===== config.mk =====
export PLATFORM = sky130hd
export DESIGN_NAME = max_abs_vector_normalizer
export DESIGN_NICKNAME = d
export VERILOG_FILES = /design/src/design/mavn_pkg.sv /design/src/design/max_abs_vector_normalizer.sv /design/src/design/mavn_collect.sv /design/src/design/mavn_divider.sv
export SDC_FILE = /design/constraint.sdc
export NUM_CORES = 1
export LEC_CHECK = 0
export ABC_AREA = 1
export BUFFER_PORTS_ARGS = -buffer_cell sky130_fd_sc_hd__buf_4
export CAP_MARGIN = 10
export CORE_ASPECT_RATIO = 0.9
export CORE_MARGIN = 1
export CORE_UTILIZATION = 50
export DETAILED_ROUTE_END_ITERATION = 7
export GPL_TIMING_DRIVEN = 0
export PLACE_DENSITY = 0.69
export SETUP_SLACK_MARGIN = 0.3
export SYNTH_ARGS = -nofsm -noshare
export SYNTH_HDL_FRONTEND = slang
export SYNTH_SLANG_ARGS = --single-unit
export TNS_END_PERCENT = 30

===== constraint.sdc =====
create_clock -name clk -period 7.3 [get_ports clk]
set_input_delay 0.365 -clock clk [delete_from_list [all_inputs] [get_ports clk]]
set_output_delay 0.365 -clock clk [all_outputs]
set_load 0.05 [all_outputs]

===== src/design/mavn_pkg.sv =====
// Shared types for the max-abs vector normalizer.
// Status structs passed between the collector, the divider and the top level.
// No dependencies.
`default_nettype none

package mavn_pkg;

  typedef struct packed {
    logic go;
    logic zero_scale;
  } run_stat_t;

  typedef struct packed {
    logic busy;
  } div_stat_t;

endpackage

`default_nettype wire


===== src/design/max_abs_vector_normalizer.sv =====
// Top level of the max-abs vector normalizer: result sequencer and output register.
// Instantiates mavn_collect and mavn_divider; depends on mavn_pkg.
//
//   channel   direction  handshake              payload
//   in_       input      in_valid / in_stall    in_element_value
//   out_      output     out_valid / out_stall  index, normalized, scale, zero, last
//   cfg_      input      cfg_write_en           cfg_vector_length
//
// Elements are taken one per cycle until the vector is complete.
// The final element starts the result run: each element goes through a memory read,
// a divider load, FRACTION_BITS+1 serial divide steps and a handoff, using the one
// shared bit-serial divider; the input stalls for the whole run.
// Synchronous active-low reset; length resets to 1. A stalled result holds in
// the output register while the next division proceeds.
`default_nettype none

module max_abs_vector_normalizer #(
  parameter int MAX_LENGTH    = 16,
  parameter int VALUE_WIDTH   = 32,
  parameter int FRACTION_BITS = 16
) (
  input  wire                                    clk,
  input  wire                                    rst_n,
  input  wire                                    cfg_write_en,
  input  wire  [$clog2(MAX_LENGTH+1)-1:0]        cfg_vector_length,
  input  wire                                    in_valid,
  output logic                                   in_stall,
  input  wire  signed [VALUE_WIDTH-1:0]          in_element_value,
  output logic                                   out_valid,
  input  wire                                    out_stall,
  output logic [$clog2(MAX_LENGTH)-1:0]          out_element_index,
  output logic signed [FRACTION_BITS+1:0]        out_normalized_value,
  output logic signed [VALUE_WIDTH-1:0]          out_scale_value,
  output logic                                   out_zero_scale,
  output logic                                   out_last_of_run
);

  localparam int IW = $clog2(MAX_LENGTH);
  localparam int CW = $clog2(MAX_LENGTH + 1);
  localparam int NW = FRACTION_BITS + 2;
  localparam logic signed [NW-1:0] NORM_ONE = {2'b01, {FRACTION_BITS{1'b0}}};

  typedef enum logic [1:0] {
    ST_LOAD,
    ST_FETCH,
    ST_START,
    ST_DIV
  } state_t;

  state_t                   state_r;
  logic [IW-1:0]            k_r;
  logic                     out_valid_r;
  logic [IW-1:0]            out_index_r;
  logic signed [NW-1:0]     out_norm_r;
  logic [VALUE_WIDTH-1:0]   out_scale_r;
  logic                     out_zero_r;
  logic                     out_last_r;

  logic                     accept;
  logic                     div_start;
  logic                     out_free;
  logic                     out_load;
  logic                     last;
  logic [VALUE_WIDTH-1:0]   rd_data;
  logic [CW-1:0]            run_n;
  logic [VALUE_WIDTH-1:0]   scale;
  logic signed [NW-1:0]     quotient;
  mavn_pkg::run_stat_t      run;
  mavn_pkg::div_stat_t      div_stat;

  assign in_stall  = (state_r != ST_LOAD) || run.go;
  assign accept    = in_valid && !in_stall;
  assign div_start = (state_r == ST_START);
  assign out_free  = !out_valid_r || !out_stall;
  assign out_load  = (state_r == ST_DIV) && !div_stat.busy && out_free;
  assign last      = (CW'(k_r) + CW'(1)) == run_n;

  mavn_collect #(
    .MAX_LENGTH  (MAX_LENGTH),
    .VALUE_WIDTH (VALUE_WIDTH)
  ) u_collect (
    .clk               (clk),
    .rst_n             (rst_n),
    .cfg_write_en      (cfg_write_en),
    .cfg_vector_length (cfg_vector_length),
    .accept            (accept),
    .in_value          (in_element_value),
    .rd_addr           (k_r),
    .rd_data           (rd_data),
    .run_n             (run_n),
    .scale             (scale),
    .run               (run)
  );

  mavn_divider #(
    .VALUE_WIDTH   (VALUE_WIDTH),
    .FRACTION_BITS (FRACTION_BITS)
  ) u_divider (
    .clk      (clk),
    .rst_n    (rst_n),
    .start    (div_start),
    .num      (rd_data),
    .den      (scale),
    .quotient (quotient),
    .stat     (div_stat)
  );

  always_ff @(posedge clk) begin
    if (!rst_n) begin
      state_r     <= ST_LOAD;
      k_r         <= '0;
      out_valid_r <= 1'b0;
    end else begin
      if (out_load) begin
        out_valid_r <= 1'b1;
      end else if (out_valid_r && !out_stall) begin
        out_valid_r <= 1'b0;
      end
      unique case (state_r)
        ST_LOAD: begin
          if (run.go) begin
            k_r     <= '0;
            state_r <= ST_FETCH;
          end
        end
        ST_FETCH: begin
          state_r <= ST_START;
        end
        ST_START: begin
          state_r <= ST_DIV;
        end
        ST_DIV: begin
          if (out_load) begin
            out_index_r <= k_r;
            out_norm_r  <= run.zero_scale ? '0 : quotient;
            out_scale_r <= scale;
            out_zero_r  <= run.zero_scale;
            out_last_r  <= last;
            if (last) begin
              state_r <= ST_LOAD;
            end else begin
              k_r     <= k_r + IW'(1);
              state_r <= ST_FETCH;
            end
          end
        end
      endcase
    end
  end

  assign out_valid            = out_valid_r;
  assign out_element_index    = out_index_r;
  assign out_normalized_value = out_norm_r;
  assign out_scale_value      = out_scale_r;
  assign out_zero_scale       = out_zero_r;
  assign out_last_of_run      = out_last_r;

  a_zero_quotient: assert property (@(posedge clk) disable iff (!rst_n)
    out_valid_r && out_zero_r |-> out_norm_r == '0)
    else $error("nonzero quotient on zero-scale transaction");

  a_norm_range: assert property (@(posedge clk) disable iff (!rst_n)
    out_valid_r |-> (out_norm_r <= NORM_ONE) && (out_norm_r >= -NORM_ONE))
    else $error("normalized value outside [-1, 1]");

  a_start_idle: assert property (@(posedge clk) disable iff (!rst_n)
    div_start |-> !div_stat.busy)
    else $error("divider started while busy");

  a_run_in_load: assert property (@(posedge clk) disable iff (!rst_n)
    run.go |-> state_r == ST_LOAD)
    else $error("vector completed during a result run");

endmodule

`default_nettype wire


===== src/design/mavn_collect.sv =====
// Element collector: length register, element memory, running largest-magnitude element.
// Flags the end of a vector and holds its scale and element count.
// Depends on mavn_pkg.
`default_nettype none

module mavn_collect #(
  parameter int MAX_LENGTH  = 16,
  parameter int VALUE_WIDTH = 32
) (
  input  wire                                   clk,
  input  wire                                   rst_n,
  input  wire                                   cfg_write_en,
  input  wire  [$clog2(MAX_LENGTH+1)-1:0]       cfg_vector_length,
  input  wire                                   accept,
  input  wire  [VALUE_WIDTH-1:0]                in_value,
  input  wire  [$clog2(MAX_LENGTH)-1:0]         rd_addr,
  output logic [VALUE_WIDTH-1:0]                rd_data,
  output logic [$clog2(MAX_LENGTH+1)-1:0]       run_n,
  output logic [VALUE_WIDTH-1:0]                scale,
  output mavn_pkg::run_stat_t                   run
);

  localparam int IW = $clog2(MAX_LENGTH);
  localparam int CW = $clog2(MAX_LENGTH + 1);

  logic [VALUE_WIDTH-1:0] store_r [MAX_LENGTH];
  logic [VALUE_WIDTH-1:0] rd_data_r;
  logic [CW-1:0]          len_r;
  logic [CW-1:0]          loaded_r;
  logic [VALUE_WIDTH-1:0] largest_r;
  logic                   go_r;
  logic                   zero_r;
  logic [CW-1:0]          n_r;
  logic [VALUE_WIDTH-1:0] scale_r;

  logic [CW-1:0]          len_eff;
  logic [VALUE_WIDTH-1:0] mag_x;
  logic [VALUE_WIDTH-1:0] mag_l;
  logic                   take;
  logic [VALUE_WIDTH-1:0] largest_nxt;
  logic [CW-1:0]          loaded_nxt;
  logic                   done;

  always_comb begin
    if (len_r == '0) begin
      len_eff = CW'(1);
    end else if (len_r > CW'(MAX_LENGTH)) begin
      len_eff = CW'(MAX_LENGTH);
    end else begin
      len_eff = len_r;
    end
  end

  assign mag_x       = in_value[VALUE_WIDTH-1] ? (~in_value + 1'b1) : in_value;
  assign mag_l       = largest_r[VALUE_WIDTH-1] ? (~largest_r + 1'b1) : largest_r;
  assign take        = (loaded_r == '0) || (mag_x > mag_l);
  assign largest_nxt = take ? in_value : largest_r;
  assign loaded_nxt  = loaded_r + CW'(1);
  assign done        = loaded_nxt >= len_eff;

  always_ff @(posedge clk) begin
    if (accept) begin
      store_r[loaded_r[IW-1:0]] <= in_value;
    end
    rd_data_r <= store_r[rd_addr];
  end

  always_ff @(posedge clk) begin
    if (!rst_n) begin
      len_r     <= CW'(1);
      loaded_r  <= '0;
      largest_r <= '0;
      go_r      <= 1'b0;
    end else begin
      go_r <= 1'b0;
      if (cfg_write_en) begin
        len_r <= cfg_vector_length;
      end
      if (accept) begin
        if (done) begin
          loaded_r  <= '0;
          largest_r <= '0;
          go_r      <= 1'b1;
        end else begin
          loaded_r  <= loaded_nxt;
          largest_r <= largest_nxt;
        end
      end
    end
  end

  always_ff @(posedge clk) begin
    if (accept && done) begin
      scale_r <= largest_nxt;
      n_r     <= loaded_nxt;
      zero_r  <= (largest_nxt == '0);
    end
  end

  assign rd_data        = rd_data_r;
  assign run_n          = n_r;
  assign scale          = scale_r;
  assign run.go         = go_r;
  assign run.zero_scale = zero_r;

endmodule

`default_nettype wire


===== src/design/mavn_divider.sv =====
// Serial restoring divider: one quotient bit per cycle, signed result.
// Takes signed operands, divides magnitudes, applies the sign at the output.
// Depends on mavn_pkg.
`default_nettype none

module mavn_divider #(
  parameter int VALUE_WIDTH   = 32,
  parameter int FRACTION_BITS = 16
) (
  input  wire                               clk,
  input  wire                               rst_n,
  input  wire                               start,
  input  wire  [VALUE_WIDTH-1:0]            num,
  input  wire  [VALUE_WIDTH-1:0]            den,
  output logic signed [FRACTION_BITS+1:0]   quotient,
  output mavn_pkg::div_stat_t               stat
);

  localparam int STEPS = FRACTION_BITS + 1;
  localparam int SW    = $clog2(STEPS + 1);

  logic [VALUE_WIDTH-1:0]   rem_r;
  logic [VALUE_WIDTH-1:0]   den_r;
  logic [FRACTION_BITS:0]   quo_r;
  logic                     neg_r;
  logic [SW-1:0]            cnt_r;
  logic                     busy_r;

  logic                     bit_nxt;
  logic [VALUE_WIDTH-1:0]   diff;
  logic [VALUE_WIDTH-1:0]   rem_nxt;

  assign bit_nxt = rem_r >= den_r;
  assign diff    = bit_nxt ? (rem_r - den_r) : rem_r;
  assign rem_nxt = {diff[VALUE_WIDTH-2:0], 1'b0};

  always_ff @(posedge clk) begin
    if (!rst_n) begin
      busy_r <= 1'b0;
      cnt_r  <= '0;
    end else if (start) begin
      busy_r <= 1'b1;
      cnt_r  <= SW'(STEPS);
    end else if (busy_r) begin
      cnt_r <= cnt_r - SW'(1);
      if (cnt_r == SW'(1)) begin
        busy_r <= 1'b0;
      end
    end
  end

  always_ff @(posedge clk) begin
    if (start) begin
      rem_r <= num[VALUE_WIDTH-1] ? (~num + 1'b1) : num;
      den_r <= den[VALUE_WIDTH-1] ? (~den + 1'b1) : den;
      neg_r <= num[VALUE_WIDTH-1] ^ den[VALUE_WIDTH-1];
      quo_r <= '0;
    end else if (busy_r) begin
      rem_r <= rem_nxt;
      quo_r <= {quo_r[FRACTION_BITS-1:0], bit_nxt};
    end
  end

  assign quotient  = neg_r ? ((~{1'b0, quo_r}) + 1'b1) : {1'b0, quo_r};
  assign stat.busy = busy_r;

endmodule

`default_nettype wire

# Word-level counts from Yosys, hierarchy flattened
# Memory sizes are Yosys's and may differ from the RTL's. A register that Yosys moved wholly into a read port is not among the register bits.
# Cells that the tools add are included.
# W data, S select, Z words.
# totals
memories	1
wordCells	112
mem_bits_rw	512
reg_bits	232
output_inout_bits	58
# classes
n_eq_ne	8
bitwise	8
n_addsub	10
n_mux	31
magnitude_cmp	4
n_reduce_logical	26
# memory_table
memory	words	word_bits	read_ports	rd_clocked_by_memory_dff	wr	line_no	rtl
u_collect.store_r	16	32	1	1	1	mavn_collect.sv:26	logic [VALUE_WIDTH-1:0] store_r [MAX_LENGTH];
# op_table
op	n
$mux W32	7
$add A32 B1 Y32 const B	4
$not A32 Y32	4
$mux W31	2
$ge A32 B32 Y1	1
$gt A32 B32 Y1	1
$logic_not A32 Y1	1
$sub A31 B31 Y31	1
$mux W5	5
$add A18 B1 Y18 const B	1
$not A17 Y18	1
$mux W17	1
$mux W4	3
$logic_not A5 Y1	2
$mux W1	9
$pmux W2 S4	1
$pmux W4 S2	1
$reduce_bool A2 Y1	4
$add A4 B1 Y5 const B	1
$add A5 B1 Y5 const B	1
$eq A5 B1 Y1 const B	1
$eq A5 B5 Y1	1
$ge A5 B5 Y1	1
$gt A5 B5 Y1 const B	1
other kinds (17)	32

# Longest topological paths before layout
# Gate-level depths: netlist (run 1).
# logic_depth
ltp_word	7
mapped_depth	30

# Modules after synthesis
# From an unflattened synthesis (run 1), not the netlist that was laid out.
# hier_totals
cells_unflattened	3679
area_unflattened_um2	37457.2
# modules_own_cells
module	n_inst	area_per_inst_um2	cells_each	seq_area_each_um2
mavn_collect	1	26623.0	2182	18017.3
mavn_divider	1	8404.3	1309	2412.3
max_abs_vector_normalizer	1	2429.8	188	1821.7

# Least setup slack after synthesis (run 1)
# OpenSTA, ideal clock, no wires.
# synth_path
kind	flip-flop to flip-flop
start	register state_r[0]
end	memory u_collect.store_r[3][0], enable pin
setup_slack_ns	3.471
synth_period_minus_slack_ns	3.829
setup_time_ns	0.461
path_buffers	1
arrival_ns	3.367
path_stages_with_launch	8
cell_sequence	dfxtp_1 -> inv_1 -> ha_1 -> inv_1 -> nor2_1 -> nand2_1 -> clkbuf_1 -> nor3_1
# synth_via
elab_chain_cells	6
# synth_rtl
item	line_no	rtl
from (decl)	max_abs_vector_normalizer.sv:50	state_t state_r;
from (signal assigned)	max_abs_vector_normalizer.sv:110	state_r <= ST_LOAD;
from (signal assigned)	max_abs_vector_normalizer.sv:123	state_r <= ST_FETCH;
from (signal assigned)	max_abs_vector_normalizer.sv:127	state_r <= ST_START;
$reduce_bool A2 Y1	max_abs_vector_normalizer.sv:71	assign in_stall = (state_r != ST_LOAD) || run.go;
$logic_or A1 B1 Y1	max_abs_vector_normalizer.sv:71	
$logic_not A1 Y1	max_abs_vector_normalizer.sv:72	assign accept = in_valid && !in_stall;
$logic_and A1 B1 Y1	max_abs_vector_normalizer.sv:72	
$mux W1	mavn_collect.sv:62	if (accept) begin
$mux W1 (implied by the code)	mavn_collect.sv:63	store_r[loaded_r[IW-1:0]] <= in_value;
to (decl)	mavn_collect.sv:26	
# No other way between the ends.

# Worst setup path in the final report (run 1)
# layout_path
start	register u_collect.largest_r[0]
end	register u_collect.zero_r, data pin
# layout_via
elab_chain_cells	7
# layout_rtl
item	line_no	rtl
from (decl)	mavn_collect.sv:30	logic [VALUE_WIDTH-1:0] largest_r;
from (signal assigned)	mavn_collect.sv:86	largest_r <= largest_nxt;
$not A32 Y32	mavn_collect.sv:55	assign mag_l = largest_r[VALUE_WIDTH-1] ? (~largest_r + 1'b1) : largest_r;
$add A32 B1 Y32	mavn_collect.sv:55	
$mux W32 (*)	mavn_collect.sv:55	
$gt A32 B32 Y1 (*)	mavn_collect.sv:56	assign take = (loaded_r == '0) || (mag_x > mag_l);
$logic_or A1 B1 Y1 (*)	mavn_collect.sv:56	
$mux W32 (*)	mavn_collect.sv:57	assign largest_nxt = take ? in_value : largest_r;
named net u_collect.largest_nxt[30]	mavn_collect.sv:40	logic [VALUE_WIDTH-1:0] largest_nxt;
$logic_not A32 Y1 (*)	mavn_collect.sv:96	zero_r <= (largest_nxt == '0);
to (signal assigned)	mavn_collect.sv:96	
to (decl)	mavn_collect.sv:32	logic zero_r;
# The timed path passes the listed nets; every way through them passes the cells marked *.
# A chain may end at the register's enable or synchronous reset.

==> results of run 1 <==
-- power by group --
group          internal [W]  switching (W)  leakage, nW  total (W)
logic               0.00170        0.00366         6.11    0.00535
registers           0.00548       0.000424         6.95    0.00591
clock network       0.00222        0.00174         1.23    0.00396
-- registers in the layout, indices dropped and copies added (netlist names), 4 cells and up --
register and cells:
u_collect.store_r 512, out_scale_value 32, u_collect.largest_r 32, u_collect.rd_data 32
u_collect.scale 32, u_divider.den_r 32, u_divider.rem_r 32, out_normalized_value 18
u_divider.quo_r 17, u_collect.len_r 5, u_collect.loaded_r 5, u_collect.run_n 5
u_divider.cnt_r 5, k_r 4, out_element_index 4
-- per-stage QoR --
step	instance area (um^2)	setup slack, ns	cells	total power, W	util
final	40400	2.94	4380	0.0152	0.578
after global routing	40400	2.50	4380	0.0159	0.578
after CTS	40400	3.02	4380	0.0152	0.578
after detailed placement	37900	2.84	4230	0.0112	0.541
after global placement	37300	0.610	4203	0.0111	0.533
after floorplan	35400	3.47	3164	0.00938	-
-- area by class of cell --
cell class	count	area, um^2
Fill cell	5855	29500
Sequential cell	776	22300
Multi-Input combinational cell	2021	11800
Clock buffer	99	2120
Timing Repair Buffer	133	1270
Tap cell	940	1180
Inverter	218	818
Buffer	149	632
Clock inverter	44	402
-- cell usage after synthesis, types with 48 or more instances --
cell / instances
mux2i_1: 107
a21oi_1: 145
dfxtp_1: 105
xor2_1: 71
clkbuf_1: 108
nand2_1: 445
edfxtp_1: 671
xnor2_1: 48
o221ai_1: 107
nor2_1: 382
ha_1: 85
o21ai_0: 245
inv_1: 213
nand3_1: 128
nor3_1: 48
-- cells in the final DEF, fill, tap and decap left out, types with 17 or more instances in the layout --
cell type  synthesis  layout
a21oi_1          145     145
buf_2             26      26
o221ai_1         107     107
nor2_1           382     367
nand3_1          128     128
xnor2_1           48      48
dfxtp_1          105     105
o32ai_1           17      17
mux2i_1          107     107
nor2_4             3      18
o211ai_1          21      21
edfxtp_1         671     671
nand2_1          445     445
o21ai_0          245     245
inv_1            213     213
o22ai_1           33      33
clkbuf_1         108     120
clkbuf_16          0      79
nor3_1            48      45
ha_1              85      84
buf_12             0      17
buf_4              2     102
xor2_1            71      71
-- timing repair --
action / in CTS / in global routing
hold buffers: 7 / 0
hold endpoints to repair: 5 / 0
gates resized for setup: 0 / 0
buffers inserted: 0 / 0
-- kinds of logic (layout without fill, tap and decap cells) --
kind of cell / count (synthesis) / count (layout) / synth area share
and+or+nand+nor: 1089 / 1089 / 0.132
DFF: 776 / 776 / 0.629
AOI/OAI and AO/OA: 620 / 620 / 0.107
buffers and inverters: 367 / 643 / 0.0410
xor gates and xnor gates: 119 / 119 / 0.0295
muxes: 107 / 107 / 0.0303
adders and majority gates: 86 / 86 / 0.0307
-- metal layers --
metal	track usage	vias up
met5	0	-
met4	0.0925	8
met3	0.0563	209
met2	0.418	1348
met1	0.403	12500
li1	-	11800
-- how the worst max path moves through the flow --
stage,start,end
global placement,state_r[0],u_collect.store_r[3][9]
CTS,u_collect.largest_r[0],u_collect.zero_r
floorplan,state_r[0],u_collect.store_r[3][0]
finish,u_collect.largest_r[0],u_collect.zero_r
global route,u_collect.largest_r[2],u_collect.zero_r
detailed placement,in_element_value[3],u_collect.zero_r
-- worst min-delay path, cell delays in order --
cell and delay, ns:
buf_4 0.10, o21ai_0 0.08, nor2_1 0.09
==> out/qor.yml, run 1 <==
cts_root_buf: "clkbuf_16"
hpwl_um: 70800
r2r_cells: 26
syn_inst: 3164
relSlewSlack: 0.358
fin_setup_tns_ns: 0
synth_top_cell_by_area: "edfxtp_1"
peakVddDrop_mv: 0.219
wl_met3_um: 10500
die_w_um: 282
die_height_um: 254
gp_congestion: 0.935
htreeDepth: 3
fin_nets: 3505
core_area_um2: 70000
n_antenna_cell: 0
rsz0062_at_grt: "no"
critical_path_class: "reg2reg"
grtUsageTotal: 0.278
synth.cell_area_um2: 35400
clk_path_buf_depth: 3
worst_slew_pin_slew_ns: 0.957
synth_area_leaders: "edfxtp_1 57%, dfxtp_1 5.9%, nand2_1 4.7%"
wl_um: 100000
syn_to_final_growth_pct: 14.4
ant_nets: 0
fin_skew_ns: 0.0205
power_leakage_nw: 14.3
synth_nets: 3292
cts_tree: "done"
gr-total-overflow: 0
dieArea_um2: 71800
max_freq_mhz: 230
path_max_fanout: 10
finalCritPeriodShare: 0.597
min_period_ns: 4.36
wire_per_inst_um: 22.9
dr_total_vias: 25800
drt-met1-wl_um: 42200
synth_edf_count: 671
hold_path_end: "u_collect.len_r[3]"
drtPass1Iterations: 6
start_util: 0.505
hold_class: "in2reg"
worst_ep_required_time_ns: 7.69
ys_seq_elements: 776
hold_slack_ns: 0.0224
final-max-slew-violation-count: 0
dr_wl_met2_um: 44200
port_buffers: 99
io_pins: 100
cp_data_arrival_time_ns: 4.75
clkSinkCount: 776
power_density_nw_per_um2: 376
crit_top_cell: "nand2_1"
critical_path_cell_count: 26
insertion_delay_ns: 0.65
drc_errors: 0
seq_area_frac_synth: 0.629
drive_gt1_frac: 0.103
slowest_delay_ns: 0.35
min_path_cells: 3
cts_buffers: 78
synth_top_cell_area_share: 0.570
path_buf_inv: 2
synth_ff_type: "edfxtp_1"
max-cap-violations: 0
worst_path_max_delay_cell: "dfxtp_1"
synth_warnings: 0
drt_iter0_markers: 3360
clkTransAtPathRegs_ns: 0.07
grt_first_pass_wirelength_um: 147000
num_rows: 92
grt_max_degree: 35
viasPerCell: 5.90
first_global_vias: 23900
hold_viol: 0
run_status: "complete, no violations"
r2r_setup_slack_ns: 2.94
setup_viol: 0
syn_area_per_cell_um2: 11.2
yosysUniqueCellTypes: 59
end_kind: "flop"
async_flop_share: 0
worstHoldStart: "cfg_write_en"
r2r_end: "u_collect.zero_r"
r2r_start: "u_collect.largest_r[0]"
start_kind: "flop"
top_layer: "met5"
path_delay_family: "simple AND/OR/NAND/NOR gates"
antenna_found_initial: 7
No activity file was read; power rests on OpenSTA's default activity.
==> run 2: changes to the inputs <==
ABC_AREA = 0   (was 1)
PLACE_DENSITY = 0.72   (was 0.69)
clock period = 3.54 ns   (was 7.3 ns; I/O delays follow)
==> run 2 against run 1 <==
Hold slack better by 0.0022 ns. Total power increased by 80%. Register-to-register slack got worse by 4.6 ns. Largest power group unchanged. Core utilization up 3.0 points. Global-route usage is 0.78 points higher. Sequential power increased by 96%. Combinational power up 38%. The flow now finishes with violations (negative setup slack). Flip-flop and latch count unchanged. Wire length is 0.66% lower. Worst setup slack worse by 4.6 ns. Clock power rose by 110%. First-iteration DRC count fell by 29%.
==> out/qor.yml, run 2 <==
cp_cell_sequence: "or4_4 -> nand2b_4 -> nand2b_4 -> or4_4 -> or4_4 -> or4_4 -> o31ai_4 -> xor2_1 -> ha_1 -> nand4_1 -> nor4_4 -> a221o_1 -> nand2_4 -> buf_12 -> clkbuf_16 -> mux2_4"
grt_max_degree: 44  # was 35
critical_path_cell_count: 16  # was 26
wl_um: 99500  # was 100000 um
slowest_delay_ns: 0.53  # was 0.35 ns
dr_total_vias: 22100  # was 25800
synth.most_common_cell: "edfxtp_1"  # unchanged
power_density_nw_per_um2: 668  # was 376 nW/um^2
cts_root_buf: "clkbuf_16"  # unchanged
dieArea_um2: 69900  # was 71800 um^2
htreeDepth: 3  # unchanged
max_freq_mhz: 194  # was 230 MHz
gr-total-overflow: 0  # unchanged
ant_nets: 0  # unchanged
wire_per_inst_um: 28.6  # was 22.9 um
layout_commonest_cell: "edfxtp_1"  # unchanged
io_pins: 100  # unchanged
n_antenna_cell: 0  # unchanged
layout_common_cells: "671 x edfxtp_1, 168 x nand2_1, 160 x mux4_2, 115 x buf_4, 101 x xnor2_1"  # was 671 x edfxtp_1, 445 x nand2_1, 367 x nor2_1, 245 x o21ai_0, 213 x inv_1
syn_inst: 2257  # was 3164
grt_first_pass_wirelength_um: 144000  # was 147000 um
fin_setup_tns_ns: -99.97  # was 0 ns
first_global_vias: 21900  # was 23900
worstSetupStartpoint: "u_collect.largest_r[3]"  # was u_collect.largest_r[0]
final-max-slew-violation-count: 0  # unchanged
synth_top_cell_area_share: 0.586  # was 0.570
critical_path_class: "reg2reg"  # unchanged
drive_gt1_frac: 0.229  # was 0.103
synth_common_cells: "671 x edfxtp_1, 171 x nand2_1, 160 x mux4_2"  # was 671 x edfxtp_1, 445 x nand2_1, 382 x nor2_1
clkTransAtPathRegs_ns: 0.07  # about the same
drt_iter0_markers: 2402  # was 3360
viasPerCell: 6.34  # was 5.90
crit_top_cell: "or4_4"  # was nand2_1
finalPower_w: 0.0275  # was 0.0152 W
synth_nets: 2385  # was 3292
relSlewSlack: 0.243  # was 0.358
start_util: 0.509  # was 0.505
yosysUniqueCellTypes: 71  # was 59
dp.cells: 3246  # was 4230
hpwl_um: 60600  # was 70800 um
grtUsageTotal: 0.286  # was 0.278
use_met3: 0.0483  # was 0.0563
num_rows: 90  # was 92
path_max_fanout: 5  # was 10
violations: "negative setup slack"
path_buf_inv: 2  # unchanged
path_delay_family: "simple AND/OR/NAND/NOR gates"  # unchanged
rsz0062_at_grt: "yes"  # was no
drtPass1Iterations: 6  # unchanged
seq_area_frac_synth: 0.647  # was 0.629
worst_path_max_delay_cell: "or4_4"  # was dfxtp_1
ys_seq_elements: 776  # unchanged
finalCritPeriodShare: 1.46  # was 0.597
r2r_start: "u_collect.largest_r[3]"  # was u_collect.largest_r[0]
synth_top_cell_by_area: "edfxtp_1"  # unchanged
async_flop_share: 0  # unchanged
synth_area_leaders: "edfxtp_1 59%, mux4_2 10%, dfxtp_1 6.1%"  # was edfxtp_1 57%, dfxtp_1 5.9%, nand2_1 4.7%
drc_errors: 0  # unchanged
worst_ep_required_time_ns: 3.92  # was 7.69 ns
antenna_found_initial: 2  # was 7
fin_nets: 2667  # was 3505
hold_viol: 0  # unchanged
r2r_cells: 16  # was 26
syn_area_per_cell_um2: 15.2  # was 11.2 um^2
run_status: "complete, but fails checks"  # was complete, no violations
fin_skew_ns: 0.0299  # was 0.0205 ns
r2r_setup_slack_ns: -1.62  # was 2.94 ns
setup_viol: 65  # was 0
worst_slew_pin_slew_ns: 1.14  # was 0.957 ns
power_leakage_nw: 13.7  # was 14.3 nW
synth_warnings: 0  # unchanged
crit_path_end: "u_collect.scale[22]"  # was u_collect.zero_r
r2r_end: "u_collect.scale[22]"  # was u_collect.zero_r
insertion_delay_ns: 0.65  # about the same
port_buffers: 97  # was 99
clkSinkCount: 776  # unchanged
min_period_ns: 5.16  # was 4.36 ns
worst_slack_ns: -1.62  # was 2.94 ns
hold_class: "in2reg"  # unchanged
core_area_um2: 67600  # was 70000 um^2
synth_ff_type: "edfxtp_1"  # unchanged
cts_buffers: 79  # was 78
end_kind: "flop"  # unchanged
cp_data_arrival_time_ns: 5.55  # was 4.75 ns
peakVddDrop_mv: 0.405  # was 0.219 mV
gp_congestion: 0.947  # was 0.935
stdcell_count: 3480  # was 4380
die_height_um: 251  # was 254 um
die_w_um: 278  # was 282 um
syn_to_final_growth_pct: 19.4  # was 14.4%
grt.met2_usage: 0.457  # was 0.418
start_kind: "flop"  # unchanged
synth.cell_area_um2: 34400  # was 35400 um^2
largest_reg_flops: 512  # unchanged
worstHoldStart: "cfg_write_en"  # unchanged
grt_busiest_layer: "met2"  # unchanged
clk_path_buf_depth: 3  # unchanged
cts_tree: "done"  # unchanged
grt_use_met1: 0.387  # was 0.403
max-cap-violations: 0  # unchanged
synth_edf_count: 671  # unchanged
## run 2: worst min-delay path by stage
stage	slack (ns)	cells after the start	end
3_5_place_dp	0.44	3	u_collect.len_r[2]
4_1_cts	0.0001	2	u_collect.scale[16]
2_1_floorplan	0.28	0	u_collect.store_r[0][0]
3_3_place_gp	0.39	3	u_collect.len_r[0]
6_report	0.02	3	u_collect.len_r[3]
5_1_grt	0.01	2	u_collect.scale[16]
## run 2: cell type report
type,count,area (um^2)
Clock inverter,44,490
Buffer,113,641
Clock buffer,104,2160
Tap cell,874,1090
Sequential cell,776,22300
Timing Repair Buffer,201,1990
Fill cell,4912,26500
Multi-Input combinational cell,1303,12200
Inverter,65,244
## run 2: layer usage
metal	vias to the layer above	part of all wire
li1	9407	-
met1	11300	0.40
met2	1153	0.47
met3	183	0.087
met4	0	0.045
met5	-	0
## run 2: kinds of logic after synthesis
family / count (synthesis) / synth area share
compound gates: 331 / 0.0646
xor+xnor: 161 / 0.0410
fa+ha+maj: 86 / 0.0315
buf+inv: 178 / 0.0195
flops: 776 / 0.647
mux: 220 / 0.123
simple gates: 505 / 0.0733
## run 2: what timing repair did
| item | 4_1_cts | 5_1_grt |
|---|---|---|
| pin swaps | 11 | 16 |
| cloned | 3 | 1 |
| endpoints found under the setup margin | 162 | 165 |
| hold endpoints to repair | 546 | 0 |
| hold buffers | 60 | 0 |
| resized for setup | 139 | 84 |
| setup buffers | 18 | 3 |
## run 2: worst min-delay path, cell delays in order
cell	delay (ns)
clkbuf_1	0.19
mux2i_1	0.19
nor2b_1	0.06
## run 2: stage by stage
| step | hold slack (ns) | instance area, um^2 | setup slack (ns) | util |
|---|---|---|---|---|
| CTS | 0.000140 | 40700 | -1.49 | 0.603 |
| finish | 0.0245 | 41100 | -1.62 | 0.608 |
| global route | 0.0110 | 41100 | -1.67 | 0.608 |
| global placement | 0.393 | 36300 | -1.96 | 0.537 |
| detailed placement | 0.444 | 36700 | -2.04 | 0.543 |
| floorplan | 0.276 | 34500 | -1.19 | - |
## run 2: report_power, final
part           total (W)  switching (W)  internal [W]
clock            0.00844        0.00362       0.00481
combinational    0.00739        0.00434       0.00306
sequential        0.0116       0.000665        0.0110
